## src/rtl/acrp_pkg.sv

```systemverilog
// Shared types, constants and the hex digit decoder of the ASCII register command parser.
`timescale 1ns / 1ps
package acrp_pkg;

   localparam int NUM_REGS = 256;
   localparam int ADDR_W   = 8;
   localparam int DATA_W   = 16;

   // Characters of the command syntax.
   localparam logic [7:0] CR_BYTE = 8'h0D;
   localparam logic [7:0] CH_W_UP = 8'h57;
   localparam logic [7:0] CH_W_LO = 8'h77;
   localparam logic [7:0] CH_R_UP = 8'h52;
   localparam logic [7:0] CH_R_LO = 8'h72;
   localparam logic [7:0] CH_V_UP = 8'h56;
   localparam logic [7:0] CH_V_LO = 8'h76;

   // Operation codes of an input transaction.
   localparam logic [1:0] OP_SERIAL      = 2'd0;
   localparam logic [1:0] OP_LOCAL_WRITE = 2'd1;
   localparam logic [1:0] OP_LOCAL_READ  = 2'd2;

   // Result kinds.
   localparam logic [1:0] KIND_STATUS      = 2'd0;
   localparam logic [1:0] KIND_SERIAL_READ = 2'd1;
   localparam logic [1:0] KIND_LOCAL_READ  = 2'd2;

   // Status codes.
   localparam logic [1:0] ST_OK       = 2'd0;
   localparam logic [1:0] ST_BADFN    = 2'd1;
   localparam logic [1:0] ST_NOHEX    = 2'd2;
   localparam logic [1:0] ST_BADDELIM = 2'd3;

   typedef enum logic [3:0] {
      PS_START,
      PS_WADDR1,
      PS_WADDR2,
      PS_WDELIM,
      PS_DATA1,
      PS_DATA2,
      PS_DATA3,
      PS_DATA4,
      PS_RADDR1,
      PS_RADDR2,
      PS_ERROR,
      PS_DONE
   } parse_state_type;

   // Register file access requested by one transaction.
   typedef struct packed {
      logic              wr_en;
      logic [ADDR_W-1:0] wr_addr;
      logic [DATA_W-1:0] wr_data;
      logic              rd_en;
      logic [ADDR_W-1:0] rd_addr;
   } rf_cmd_type;

   // Result produced by one transaction, data excepted.
   typedef struct packed {
      logic              valid;
      logic [1:0]        kind;
      logic [1:0]        status;
      logic [ADDR_W-1:0] addr;
   } res_info_type;

   // Returns {is_hex, nibble} for an ASCII character.
   function automatic logic [4:0] hex_decode(input logic [7:0] b);
      logic       hit;
      logic [3:0] nib;
      hit = 1'b0;
      nib = 4'd0;
      if (b >= 8'h30 && b <= 8'h39) begin
         hit = 1'b1;
         nib = b[3:0];
      end else if ((b >= 8'h41 && b <= 8'h46) || (b >= 8'h61 && b <= 8'h66)) begin
         hit = 1'b1;
         nib = b[3:0] + 4'd9;
      end
      return {hit, nib};
   endfunction

endpackage

```

## src/rtl/acrp_ram.sv

```systemverilog
// Generic single write port, single read port RAM with registered read data.
`timescale 1ns / 1ps
module acrp_ram #(
   parameter int WIDTH = 16,
   parameter int DEPTH = 256
) (
   input  logic                     clock,
   input  logic                     wr_en,
   input  logic [$clog2(DEPTH)-1:0] wr_addr,
   input  logic [WIDTH-1:0]         wr_data,
   input  logic                     rd_en,
   input  logic [$clog2(DEPTH)-1:0] rd_addr,
   output logic [WIDTH-1:0]         rd_data
);

   logic [WIDTH-1:0] mem_ff [DEPTH];
   logic [WIDTH-1:0] rd_data_ff;

   always_ff @(posedge clock) begin
      if (wr_en) begin
         mem_ff[wr_addr] <= wr_data;
      end
      if (rd_en) begin
         rd_data_ff <= mem_ff[rd_addr];
      end
   end

   assign rd_data = rd_data_ff;

endmodule

```

## src/rtl/acrp_regfile.sv

```systemverilog
// Register file: RAM storage plus per-entry valid bits so that reset reads as zero.
`timescale 1ns / 1ps
module acrp_regfile
   import acrp_pkg::*;
(
   input  logic              clock,
   input  logic              reset,
   input  rf_cmd_type        cmd,
   output logic [DATA_W-1:0] rd_data
);

   logic [NUM_REGS-1:0] vld_ff;
   logic [NUM_REGS-1:0] vld_in;
   logic                hit_ff;
   logic                hit_in;
   logic [DATA_W-1:0]   ram_rd_data;

   acrp_ram #(
      .WIDTH (DATA_W),
      .DEPTH (NUM_REGS)
   ) u_ram (
      .clock   (clock),
      .wr_en   (cmd.wr_en),
      .wr_addr (cmd.wr_addr),
      .wr_data (cmd.wr_data),
      .rd_en   (cmd.rd_en),
      .rd_addr (cmd.rd_addr),
      .rd_data (ram_rd_data)
   );

   always_comb begin
      vld_in = vld_ff;
      if (cmd.wr_en) begin
         vld_in[cmd.wr_addr] = 1'b1;
      end
      hit_in = cmd.rd_en ? vld_ff[cmd.rd_addr] : hit_ff;
   end

   always_ff @(posedge clock) begin
      if (reset) begin
         vld_ff <= '0;
         hit_ff <= 1'b0;
      end else begin
         vld_ff <= vld_in;
         hit_ff <= hit_in;
      end
   end

   // An entry never written since reset reads as zero.
   assign rd_data = hit_ff ? ram_rd_data : '0;

endmodule

```

## config.mk

```make
export PLATFORM = sky130hd
export DESIGN_NAME = acrp_regfile
export DESIGN_NICKNAME = d
export VERILOG_FILES = /design/src/rtl/acrp_pkg.sv /design/src/rtl/acrp_ram.sv /design/src/rtl/acrp_regfile.sv
export SDC_FILE = /design/constraint.sdc
export NUM_CORES = 2
export LEC_CHECK = 0
export ABC_AREA = 1
export BUFFER_PORTS_ARGS = -buffer_cell sky130_fd_sc_hd__buf_2
export CORE_AREA = 2 2 705 707
export CTS_CLUSTER_DIAMETER = 200
export CTS_CLUSTER_SIZE = 25
export DETAILED_ROUTE_END_ITERATION = 10
export DIE_AREA = 0 0 707 709
export PLACE_DENSITY_LB_ADDON = 0.08
export SYNTH_ARGS = -nofsm -noshare
export SYNTH_HDL_FRONTEND = slang
export SYNTH_SLANG_ARGS = --single-unit
```

## constraint.sdc

```tcl
create_clock -name clock -period 2.1 [get_ports clock]
set_clock_uncertainty 0.05 [all_clocks]
set_input_delay 0.105 -clock clock [delete_from_list [all_inputs] [get_ports clock]]
set_output_delay 0.105 -clock clock [all_outputs]
set_load 0.02 [all_outputs]
```

==> out/qor.yml <==
outcome:
  outcome: "complete, but fails checks"
  violations: "setup timing"
power_and_ir_drop:
  p_leak_nw: 65.25
  p_total_w: 0.1558
  power.switching_w: 0.03799
  p_comb_share_pct: 9.4
  ir_drop_mv: 0.6586
  p_per_area_nw_per_um2: 772.7
  swShare_pct: 24.38
  p_int_w: 0.1178
  seq_power_share_pct: 61.2
  clkPwrFrac_pct: 29.5
sta:
  rsz0062_at_grt: "yes"
  layout_setup_ws_ns: -0.2140
  maxSlewViolCount: 0
  slew_headroom_pct: 33.07
  hold_viol_final: 0
  worst_slew_pin_slew_ns: 1.004
  post-route-min-period_ns: 2.314
  finalSetupViolCount: 19
  timing.hold.ws_ns: 0.06558
  fin_setup_tns_ns: -2.204
  fin_crit_sh_pct: 110.2
  fmax_mhz: 432.2
grt:
  grtUsageTotal_pct: 23.57
  grt_pass1_vias: 111100
  grt_pass1_wl_um: 856000
  globalRouteOverflowTotal: 0
  antenna_found_initial: 41
  grt_max_degree: 105
clocking:
  clockBufferDepth: 4
  cts_tree: "built"
  root_buffer: "clkbuf_16"
  numCtsBuffers: 196
  cts_sinks: 4369
  clk_latency_ns: 0.99
  htreeDepth: 4
  path_clk_slew_ns: 0.10
yosys:
  yosysSeqAreaShare_pct: 74.61
  ys_seq_elements: 4369
  yosys_warnings: 0
  syn_inst: 14040
  syn_nets: 14080
  ys_types: 23
  synth_area_um2: 172400
  syn_area_per_cell_um2: 12.28
setup_path:
  start_kind: "register"
  path_class: "register to primary output"
  arrival_ns: 2.16
  end_kind: "primary output"
  required_ns: 1.95
  cp_max_fo: 5
cells_and_area:
  finish.utilization_pct: 40.91
  nets: 14600
  layout_commonest_cell: "edfxtp_1"
  fillers: 45910
  synthToLayoutAreaGrowth_pct: 16.99
  design_area_um2: 201700
  drive_gt1_share_pct: 13.96
  final_cell_mix: "edfxtp_1, nor2_1, o21ai_0"
detailed_routing:
  drt_iter0_markers: 13250
  ant_nets: 0
  dr.pass1.iters: 8
  via_count: 116300
  wl_um: 608900
  drc: 0
  avgRoutedWirePerCell_um: 28.68
  vias_per_cell: 5.476
die:
  rows: 258
  coreArea_um2: 492900
  die_h_um: 709
  pin_count: 52
  die_area_um2: 501300
  initial_utilization_pct: 34.97
  die_width_um: 707
job:
  max_cap_violations: 0
place:
  place_area_um2: 193300
  place_hpwl_um: 384500
  portBuffers: 51
  gp_congestion: 0.8417
hold_path:
  min_path_type: "input port to register"
-- what timing repair did --
action	4_1_cts	5_1_grt
hold buffers	24	0
setup buffers	10	0
endpoints found under the hold margin	4732	0
resized for setup	282	318
gates cloned	1	1
setup endpoints to repair	33	33
pin swaps	5	49
-- state kept, by name, summed over array words and instances, names as in the netlist --
name,flops
u_ram.rd_data,16
hit_ff,1
u_ram.mem_ff,4096
vld_ff,256
-- per-stage QoR --
stage | worst slack [ns] | std cells
4_1_cts | -0.2980 | 21230
6_report | -0.2140 | 21240
3_5_place_dp | -1.623 | 20830
2_1_floorplan | 0.03902 | 14040
3_3_place_gp | -1.631 | 20830
5_1_grt | -0.2590 | 21230
-- final timing paths --
kind | start | end | slack [ns] | cells after the start
setup / recovery | hit_ff | rd_data[11] | -0.21 | 4
hold / removal | cmd[24] | u_ram.mem_ff[177][15] | 0.07 | 2
setup reg to reg | u_ram.mem_ff[185][0] | u_ram.rd_data[0] | -0.18 | 11
hold reg to reg | vld_ff[94] | vld_ff[94] | 0.43 | 2
-- final cells by class --
cell class,count,area (um^2),share of cell area (%)
clock buffers,354,5562,2.758
repair buffers,1344,17440,8.645
diodes,10,25.02,0.01241
inverters,106,520.5,0.2581
well taps,6500,8133,4.033
repair inverters,1,16.27,0.008065
flip-flops and latches,4369,128600,63.78
clock inverters,7,97.59,0.04839
multi-input cells,8544,41260,20.46
-- logic make-up after synthesis --
family,after synthesis,synth area share (%)
compound gates,3061,9.633
simple gates,5483,12.84
buf+inv,1129,2.913
flops,4369,74.61
-- power groups by stage --
stage | sequential (W) | combinational (W) | clock (W)
floorplan | 0.0973 | 0.00577 | 0
detailed placement | 0.0973 | 0.0140 | 0
finish | 0.0953 | 0.0146 | 0.0459
CTS | 0.0953 | 0.0144 | 0.0472
global route | 0.0953 | 0.0155 | 0.0499
global placement | 0.0973 | 0.0139 | 0
-- layer usage --
metal  up-vias  share of wire (%)  GRT usage [%]
li1      51930                  -              -
met1     60070                 45          33.97
met2      3749                 47          38.54
met3       538                5.5          2.036
met4        10                2.7          5.786
met5         -              0.013              0
-- critical path, cell delays in order, from the launching register on --
cell        delay (ns)
dfxtp_4           0.40
buf_12            0.16
nand2_1           0.10
clkinvlp_4        0.25
buf_6             0.24
-- synthesized netlist by cell type --
master,number,area share (%)
a21oi_1,16,0.046
buf_1,87,0.19
buf_12,1,0.012
buf_2,237,0.69
buf_4,63,0.27
buf_6,27,0.18
buf_8,2,0.017
clkbuf_1,606,1.3
clkinv_1,4,0.0087
clkinv_2,1,0.0029
dfxtp_1,257,3.0
edfxtp_1,4112,72
inv_1,98,0.21
inv_2,2,0.0044
inv_8,1,0.0065
nand2_1,1404,3.1
nand3_1,1245,3.6
nor2_1,2831,6.2
nor3_1,3,0.0087
o21ai_0,1983,5.8
o21ai_1,49,0.14
o21ba_2,5,0.029
o22ai_1,1008,3.7
Note: power is estimated with default switching activity, not from simulation.
