==> src/rtl/acrp_pkg.sv <==
// Shared types, constants and the hex digit decoder of the ASCII register command parser.
`timescale 1ns / 1ps
package acrp_pkg;

   localparam int NUM_REGS = 256;
   localparam int ADDR_W   = 8;
   localparam int DATA_W   = 16;

   // Characters of the command syntax.
   localparam logic [7:0] CR_BYTE = 8'h0D;
   localparam logic [7:0] CH_W_UP = 8'h57;
   localparam logic [7:0] CH_W_LO = 8'h77;
   localparam logic [7:0] CH_R_UP = 8'h52;
   localparam logic [7:0] CH_R_LO = 8'h72;
   localparam logic [7:0] CH_V_UP = 8'h56;
   localparam logic [7:0] CH_V_LO = 8'h76;

   // Operation codes of an input transaction.
   localparam logic [1:0] OP_SERIAL      = 2'd0;
   localparam logic [1:0] OP_LOCAL_WRITE = 2'd1;
   localparam logic [1:0] OP_LOCAL_READ  = 2'd2;

   // Result kinds.
   localparam logic [1:0] KIND_STATUS      = 2'd0;
   localparam logic [1:0] KIND_SERIAL_READ = 2'd1;
   localparam logic [1:0] KIND_LOCAL_READ  = 2'd2;

   // Status codes.
   localparam logic [1:0] ST_OK       = 2'd0;
   localparam logic [1:0] ST_BADFN    = 2'd1;
   localparam logic [1:0] ST_NOHEX    = 2'd2;
   localparam logic [1:0] ST_BADDELIM = 2'd3;

   typedef enum logic [3:0] {
      PS_START,
      PS_WADDR1,
      PS_WADDR2,
      PS_WDELIM,
      PS_DATA1,
      PS_DATA2,
      PS_DATA3,
      PS_DATA4,
      PS_RADDR1,
      PS_RADDR2,
      PS_ERROR,
      PS_DONE
   } parse_state_type;

   // Register file access requested by one transaction.
   typedef struct packed {
      logic              wr_en;
      logic [ADDR_W-1:0] wr_addr;
      logic [DATA_W-1:0] wr_data;
      logic              rd_en;
      logic [ADDR_W-1:0] rd_addr;
   } rf_cmd_type;

   // Result produced by one transaction, data excepted.
   typedef struct packed {
      logic              valid;
      logic [1:0]        kind;
      logic [1:0]        status;
      logic [ADDR_W-1:0] addr;
   } res_info_type;

   // Returns {is_hex, nibble} for an ASCII character.
   function automatic logic [4:0] hex_decode(input logic [7:0] b);
      logic       hit;
      logic [3:0] nib;
      hit = 1'b0;
      nib = 4'd0;
      if (b >= 8'h30 && b <= 8'h39) begin
         hit = 1'b1;
         nib = b[3:0];
      end else if ((b >= 8'h41 && b <= 8'h46) || (b >= 8'h61 && b <= 8'h66)) begin
         hit = 1'b1;
         nib = b[3:0] + 4'd9;
      end
      return {hit, nib};
   endfunction

endpackage

==> src/rtl/acrp_parser.sv <==
// Command parser state machine and address and data accumulators.
`timescale 1ns / 1ps
module acrp_parser
   import acrp_pkg::*;
(
   input  logic              clock,
   input  logic              reset,
   input  logic              fire,
   input  logic [1:0]        op,
   input  logic [7:0]        rx_byte,
   input  logic [ADDR_W-1:0] local_address,
   input  logic [DATA_W-1:0] local_data,
   output rf_cmd_type        rf_cmd,
   output res_info_type      res
);

   parse_state_type   state_ff;
   parse_state_type   state_in;
   logic [ADDR_W-1:0] addr_accum_ff;
   logic [ADDR_W-1:0] addr_accum_in;
   logic [DATA_W-1:0] data_accum_ff;
   logic [DATA_W-1:0] data_accum_in;
   logic [4:0]        hex_dec;
   logic              is_hex;
   logic [3:0]        nib;
   logic              serial;
   logic              is_cr;
   logic [ADDR_W-1:0] addr_shift;
   logic [DATA_W-1:0] data_shift;

   assign hex_dec    = hex_decode(rx_byte);
   assign is_hex     = hex_dec[4];
   assign nib        = hex_dec[3:0];
   assign serial     = fire && (op == OP_SERIAL);
   assign is_cr      = (rx_byte == CR_BYTE);
   assign addr_shift = {addr_accum_ff[ADDR_W-5:0], nib};
   assign data_shift = {data_accum_ff[DATA_W-5:0], nib};

   // Next state.
   always_comb begin
      state_in = state_ff;
      if (serial) begin
         if (is_cr) begin
            state_in = PS_START;
         end else begin
            unique case (state_ff)
               PS_START: begin
                  if (rx_byte == CH_W_UP || rx_byte == CH_W_LO) begin
                     state_in = PS_WADDR1;
                  end else if (rx_byte == CH_R_UP || rx_byte == CH_R_LO) begin
                     state_in = PS_RADDR1;
                  end else begin
                     state_in = PS_ERROR;
                  end
               end
               PS_WADDR1: state_in = is_hex ? PS_WADDR2 : PS_ERROR;
               PS_WADDR2: state_in = is_hex ? PS_WDELIM : PS_ERROR;
               PS_WDELIM: begin
                  state_in = (rx_byte == CH_V_UP || rx_byte == CH_V_LO) ? PS_DATA1 : PS_ERROR;
               end
               PS_DATA1:  state_in = is_hex ? PS_DATA2 : PS_ERROR;
               PS_DATA2:  state_in = is_hex ? PS_DATA3 : PS_ERROR;
               PS_DATA3:  state_in = is_hex ? PS_DATA4 : PS_ERROR;
               PS_DATA4:  state_in = is_hex ? PS_DONE : PS_ERROR;
               PS_RADDR1: state_in = is_hex ? PS_RADDR2 : PS_ERROR;
               PS_RADDR2: state_in = is_hex ? PS_DONE : PS_ERROR;
               PS_ERROR:  state_in = PS_ERROR;
               PS_DONE:   state_in = PS_DONE;
               default:   state_in = state_ff;
            endcase
         end
      end
   end

   // Accumulators, register file access and result.
   always_comb begin
      addr_accum_in = addr_accum_ff;
      data_accum_in = data_accum_ff;
      rf_cmd        = '0;
      res           = '0;
      if (fire) begin
         unique case (op)
            OP_SERIAL: begin
               if (!is_cr) begin
                  unique case (state_ff)
                     PS_START: begin
                        if (!(rx_byte == CH_W_UP || rx_byte == CH_W_LO ||
                              rx_byte == CH_R_UP || rx_byte == CH_R_LO)) begin
                           res.valid  = 1'b1;
                           res.kind   = KIND_STATUS;
                           res.status = ST_BADFN;
                        end
                     end
                     PS_WADDR1, PS_RADDR1: begin
                        if (is_hex) begin
                           addr_accum_in = {{(ADDR_W-4){1'b0}}, nib};
                        end
                     end
                     PS_WADDR2: begin
                        if (is_hex) begin
                           addr_accum_in = addr_shift;
                        end
                     end
                     PS_WDELIM: begin
                        if (!(rx_byte == CH_V_UP || rx_byte == CH_V_LO)) begin
                           res.valid  = 1'b1;
                           res.kind   = KIND_STATUS;
                           res.status = ST_BADDELIM;
                        end
                     end
                     PS_DATA1: begin
                        if (is_hex) begin
                           data_accum_in = {{(DATA_W-4){1'b0}}, nib};
                        end
                     end
                     PS_DATA2, PS_DATA3: begin
                        if (is_hex) begin
                           data_accum_in = data_shift;
                        end
                     end
                     PS_DATA4: begin
                        if (is_hex) begin
                           data_accum_in  = data_shift;
                           rf_cmd.wr_en   = 1'b1;
                           rf_cmd.wr_addr = addr_accum_ff;
                           rf_cmd.wr_data = data_shift;
                           res.valid      = 1'b1;
                           res.kind       = KIND_STATUS;
                           res.status     = ST_OK;
                        end
                     end
                     PS_RADDR2: begin
                        if (is_hex) begin
                           addr_accum_in  = addr_shift;
                           rf_cmd.rd_en   = 1'b1;
                           rf_cmd.rd_addr = addr_shift;
                           res.valid      = 1'b1;
                           res.kind       = KIND_SERIAL_READ;
                           res.status     = ST_OK;
                           res.addr       = addr_shift;
                        end
                     end
                     default: begin
                     end
                  endcase
                  // Every digit position reports a non-hex character the same way.
                  if (!is_hex && (state_ff == PS_WADDR1 || state_ff == PS_WADDR2 ||
                                  state_ff == PS_DATA1 || state_ff == PS_DATA2 ||
                                  state_ff == PS_DATA3 || state_ff == PS_DATA4 ||
                                  state_ff == PS_RADDR1 || state_ff == PS_RADDR2)) begin
                     res.valid  = 1'b1;
                     res.kind   = KIND_STATUS;
                     res.status = ST_NOHEX;
                  end
               end
            end
            OP_LOCAL_WRITE: begin
               rf_cmd.wr_en   = 1'b1;
               rf_cmd.wr_addr = local_address;
               rf_cmd.wr_data = local_data;
            end
            OP_LOCAL_READ: begin
               rf_cmd.rd_en   = 1'b1;
               rf_cmd.rd_addr = local_address;
               res.valid      = 1'b1;
               res.kind       = KIND_LOCAL_READ;
               res.status     = ST_OK;
               res.addr       = local_address;
            end
            default: begin
            end
         endcase
      end
   end

   always_ff @(posedge clock) begin
      if (reset) begin
         state_ff      <= PS_START;
         addr_accum_ff <= '0;
         data_accum_ff <= '0;
      end else begin
         state_ff      <= state_in;
         addr_accum_ff <= addr_accum_in;
         data_accum_ff <= data_accum_in;
      end
   end

endmodule

==> config.mk <==
export PLATFORM = sky130hd
export DESIGN_NAME = acrp_parser
export DESIGN_NICKNAME = d
export VERILOG_FILES = /design/src/rtl/acrp_pkg.sv /design/src/rtl/acrp_parser.sv
export SDC_FILE = /design/constraint.sdc
export NUM_CORES = 1
export LEC_CHECK = 0
export BUFFER_PORTS_ARGS = -buffer_cell sky130_fd_sc_hd__buf_4
export CAP_MARGIN = 20
export CORE_AREA = 2 2 94 96
export CTS_BUF_LIST = sky130_fd_sc_hd__clkbuf_16
export CTS_CLUSTER_DIAMETER = 80
export DETAILED_ROUTE_END_ITERATION = 6
export DIE_AREA = 0 0 96 98
export GPL_TIMING_DRIVEN = 0
export HOLD_SLACK_MARGIN = 0.03
export PLACE_DENSITY = 0.53
export SYNTH_ARGS = -nofsm -noshare
export SYNTH_HDL_FRONTEND = slang
export SYNTH_SLANG_ARGS = --single-unit
==> constraint.sdc <==
create_clock -name clock -period 2.22 [get_ports clock]
set_input_delay 0.111 -clock clock [delete_from_list [all_inputs] [get_ports clock]]
set_output_delay 0.111 -clock clock [all_outputs]
set_load 0.02 [all_outputs]
==> flow_metrics.py <==
metrics = {
    "outcome": {
        "status": "complete, no violations",
    },
    "yosys": {
        "ys_seq_elements": 24,
        "yosysTopAreaCellShare": 0.234,
        "synth-seq-area-share": 0.234,
        "syn_area_um2": 2050,
        "synth_edf_count": 0,
        "avgSynthCellArea_um2": 7.46,
        "yosys.area.top_type": "dfxtp_1",
        "netlist_instances": 275,
        "async_reset_ff_frac": 0,
        "yosysWarnings": 0,
        "synth_common_cells": "nand2_1 (35), a22o_1 (33), a21oi_1 (28), dfxtp_1 (24), nor2_1 (16)",
        "synth.most_common_cell": "nand2_1",
        "yosysUniqueCellTypes": 53,
        "netlist_top_cells_area": "dfxtp_1 (23%), a22o_1 (14%), a21oi_1 (6.8%), nand2_1 (6.4%), nand3_1 (3.4%)",
        "syn_nets": 316,
        "synthFlopType": "dfxtp_1",
    },
    "placed_design": {
        "place_hpwl_mm": 5.42,
        "place.gp.congestion": 0.847,
        "pre_cts_slack_ns": -0.253,
        "numPortBuffers": 82,
    },
    "clocking": {
        "cts_root_buf": "clkbuf_16",
        "h-tree-depth": 1,
        "cts_tree": "built",
        "clk_pin_slew_worst_paths_ns": 0.06,
        "cts.path.max_buffers": 2,
        "clk_latency_ns": 0.25,
        "numClockSinks": 24,
        "cts_buffers": 3,
    },
    "die": {
        "dieArea_um2": 9410,
        "die_y_um": 98,
        "fp.coreArea_um2": 8470,
        "start_util": 0.242,
        "pin_count": 84,
        "rows": 34,
        "die_w_um": 96,
    },
    "pwr": {
        "powerDensity_nw_per_um2": 373,
        "seqPwrFrac": 0.392,
        "p_leak_nw": 1.27,
        "comb_power_share": 0.269,
        "pwr-share-clk": 0.339,
        "vdd_drop_max_v": 0.000258,
        "switching_share": 0.271,
        "p_int_mw": 0.813,
        "switchingPower_mw": 0.303,
    },
    "timing": {
        "maxSlewViolCount": 0,
        "period_needed_ns": 2.14,
        "worstMarginPinSlew_ns": 0.902,
        "fmax_mhz": 467,
        "min_period_over_period": 0.964,
        "hold_viol_final": 0,
        "skew_ns": 0.00328,
        "finalSetupViolCount": 0,
        "slew_headroom": 0.394,
        "fin_ws_ns": 0.0804,
        "fin_hold_ws_ns": 0.266,
        "rsz0062_at_grt": "true",
    },
    "final_layout": {
        "fin_nets": 407,
        "final_layout_size_suffix_gt1_frac": 0.371,
        "antenna_cells": 0,
        "syn_to_final_growth_pct": 45.6,
        "fillers": 906,
    },
    "setup_path": {
        "critPathLaunchType": "input port",
        "timing.rr.start": "state_ff[1]",
        "path_cells": "buf_6, inv_2, ha_2, or3b_1, and4b_2, or2_1, buf_6, and3_4, a22o_1, buf_4, buf_4",
        "cp.arrival_ns": 2.03,
        "cp_slowest_cell": "or3b_1",
        "reg2reg_to": "addr_accum_ff[6]",
        "r2r_slack_ns": 0.26,
        "crit_fanout": 8,
        "cp-end-kind": "output port",
        "required_ns": 2.11,
        "max_stage_delay_ns": 0.35,
        "rr_worst_depth": 6,
        "path_class": "input port to output port",
    },
    "run": {
        "drv_cap": 0,
    },
    "global_route": {
        "grt_pass1_vias": 2253,
        "grt_pass1_wl_mm": 11.1,
        "grt_overflow": 0,
        "grt_use_total": 0.146,
        "antenna_found_initial": 0,
        "grt_max_degree": 13,
    },
    "route": {
        "drtIter0Drc": 102,
        "via_count": 2377,
        "drc_errors": 0,
        "ant_nets": 0,
        "via_per_inst": 5.04,
        "wirelength_mm": 7.17,
        "first_pass_iters": 4,
        "post_drt_wl_per_cell_um": 15.2,
    },
    "hold_path": {
        "min-delay-start": "reset",
        "hold_depth": 2,
        "hold_path.class": "input port to flop",
        "whs_endpoint": "addr_accum_ff[4]",
    },
}
-- critical path, delay by kind of cell --
family / cells / cell delay [ns]
and+or+nand+nor: 4 / 0.97
buffers and inverters: 5 / 0.57
AOI/OAI and AO/OA: 1 / 0.20
adders and majority gates: 1 / 0.17
-- cells in the final DEF (no fill, tap or decap), drive strengths merged, types with 4 or more instances in the layout --
master / count
a22o: 33
or2: 5
inv: 6
ha: 4
o211ai: 5
o21ai: 11
a21oi: 28
buf: 105
nor3: 5
nand2b: 4
mux2i: 4
and3: 5
nor2: 16
dfxtp: 24
clkbuf: 15
nand2: 35
nand3: 14
-- logic make-up (layout without fill, tap and decap cells) --
logic type	count (synthesis)	count (layout)	synth area share
compound gates	101	101	0.354
xor+xnor	1	1	0.00427
simple gates	100	101	0.248
fa+ha+maj	4	4	0.0244
buf+inv	38	126	0.0982
flops	24	24	0.234
mux	7	7	0.0360
-- flip-flops by register name, indices dropped and copies added, names as in the netlist --
| register | count |
|---|---|
| data_accum_ff | 12 |
| addr_accum_ff | 8 |
| state_ff | 4 |
-- area by class of cell --
| type | count | area (µm²) | area share |
|---|---|---|---|
| Multi-Input combinational cell | 214 | 1440 | 0.481 |
| Tap cell | 108 | 135 | 0.0452 |
| Inverter | 6 | 22.5 | 0.00754 |
| Sequential cell | 24 | 482 | 0.161 |
| Timing Repair Buffer | 88 | 668 | 0.224 |
| Clock buffer | 3 | 75.1 | 0.0251 |
| Buffer | 29 | 168 | 0.0561 |
-- power groups by stage --
stage          logic, mW  clock network, mW  registers (mW)
3_5_place_dp       0.285                  0           0.446
2_1_floorplan      0.155                  0           0.445
6_report           0.300              0.378           0.437
3_3_place_gp       0.284                  0           0.446
4_1_cts            0.297              0.388           0.436
5_1_grt            0.324              0.400           0.437
-- per-layer routing --
metal	share of wire	global-route usage
met1	0.47	0.199
met2	0.47	0.247
met3	0.050	0.0270
met4	0.0024	0.0110
met5	0	0
-- how the worst max path moves through the flow --
stage | startpoint | endpoint | slack (ns) | cells past startpoint
after floorplan | rx_byte[1] | rf_cmd[0] | 0.01 | 11
after global placement | rx_byte[1] | rf_cmd[14] | -0.28 | 11
after detailed placement | rx_byte[1] | rf_cmd[2] | -0.25 | 13
after CTS | state_ff[2] | rf_cmd[24] | 0.02 | 6
after global routing | state_ff[1] | res[8] | -0.03 | 6
final | rx_byte[1] | rf_cmd[2] | 0.08 | 11
-- repair_timing --
action | 4_1_cts | 5_1_grt
cloned | 1 | 0
hold buffers | 0 | 0
pin swaps | 2 | 1
setup buffers | 4 | 2
resized for setup | 20 | 5
endpoints found under the setup margin | 42 | 29
-- through the flow --
step / instance area (µm²) / total power [mW] / cells / TNS [ns] / utilization
finish: 2990 / 1.12 / 472 / 0 / 0.353
global route: 2990 / 1.16 / 472 / -0.0379 / 0.353
CTS: 2960 / 1.12 / 470 / 0 / 0.350
detailed placement: 2800 / 0.730 / 465 / -7.88 / 0.331
global placement: 2800 / 0.730 / 465 / -8.48 / 0.331
floorplan: 2050 / 0.599 / 275 / 0 / -
Power figures use the tool's default switching activity.
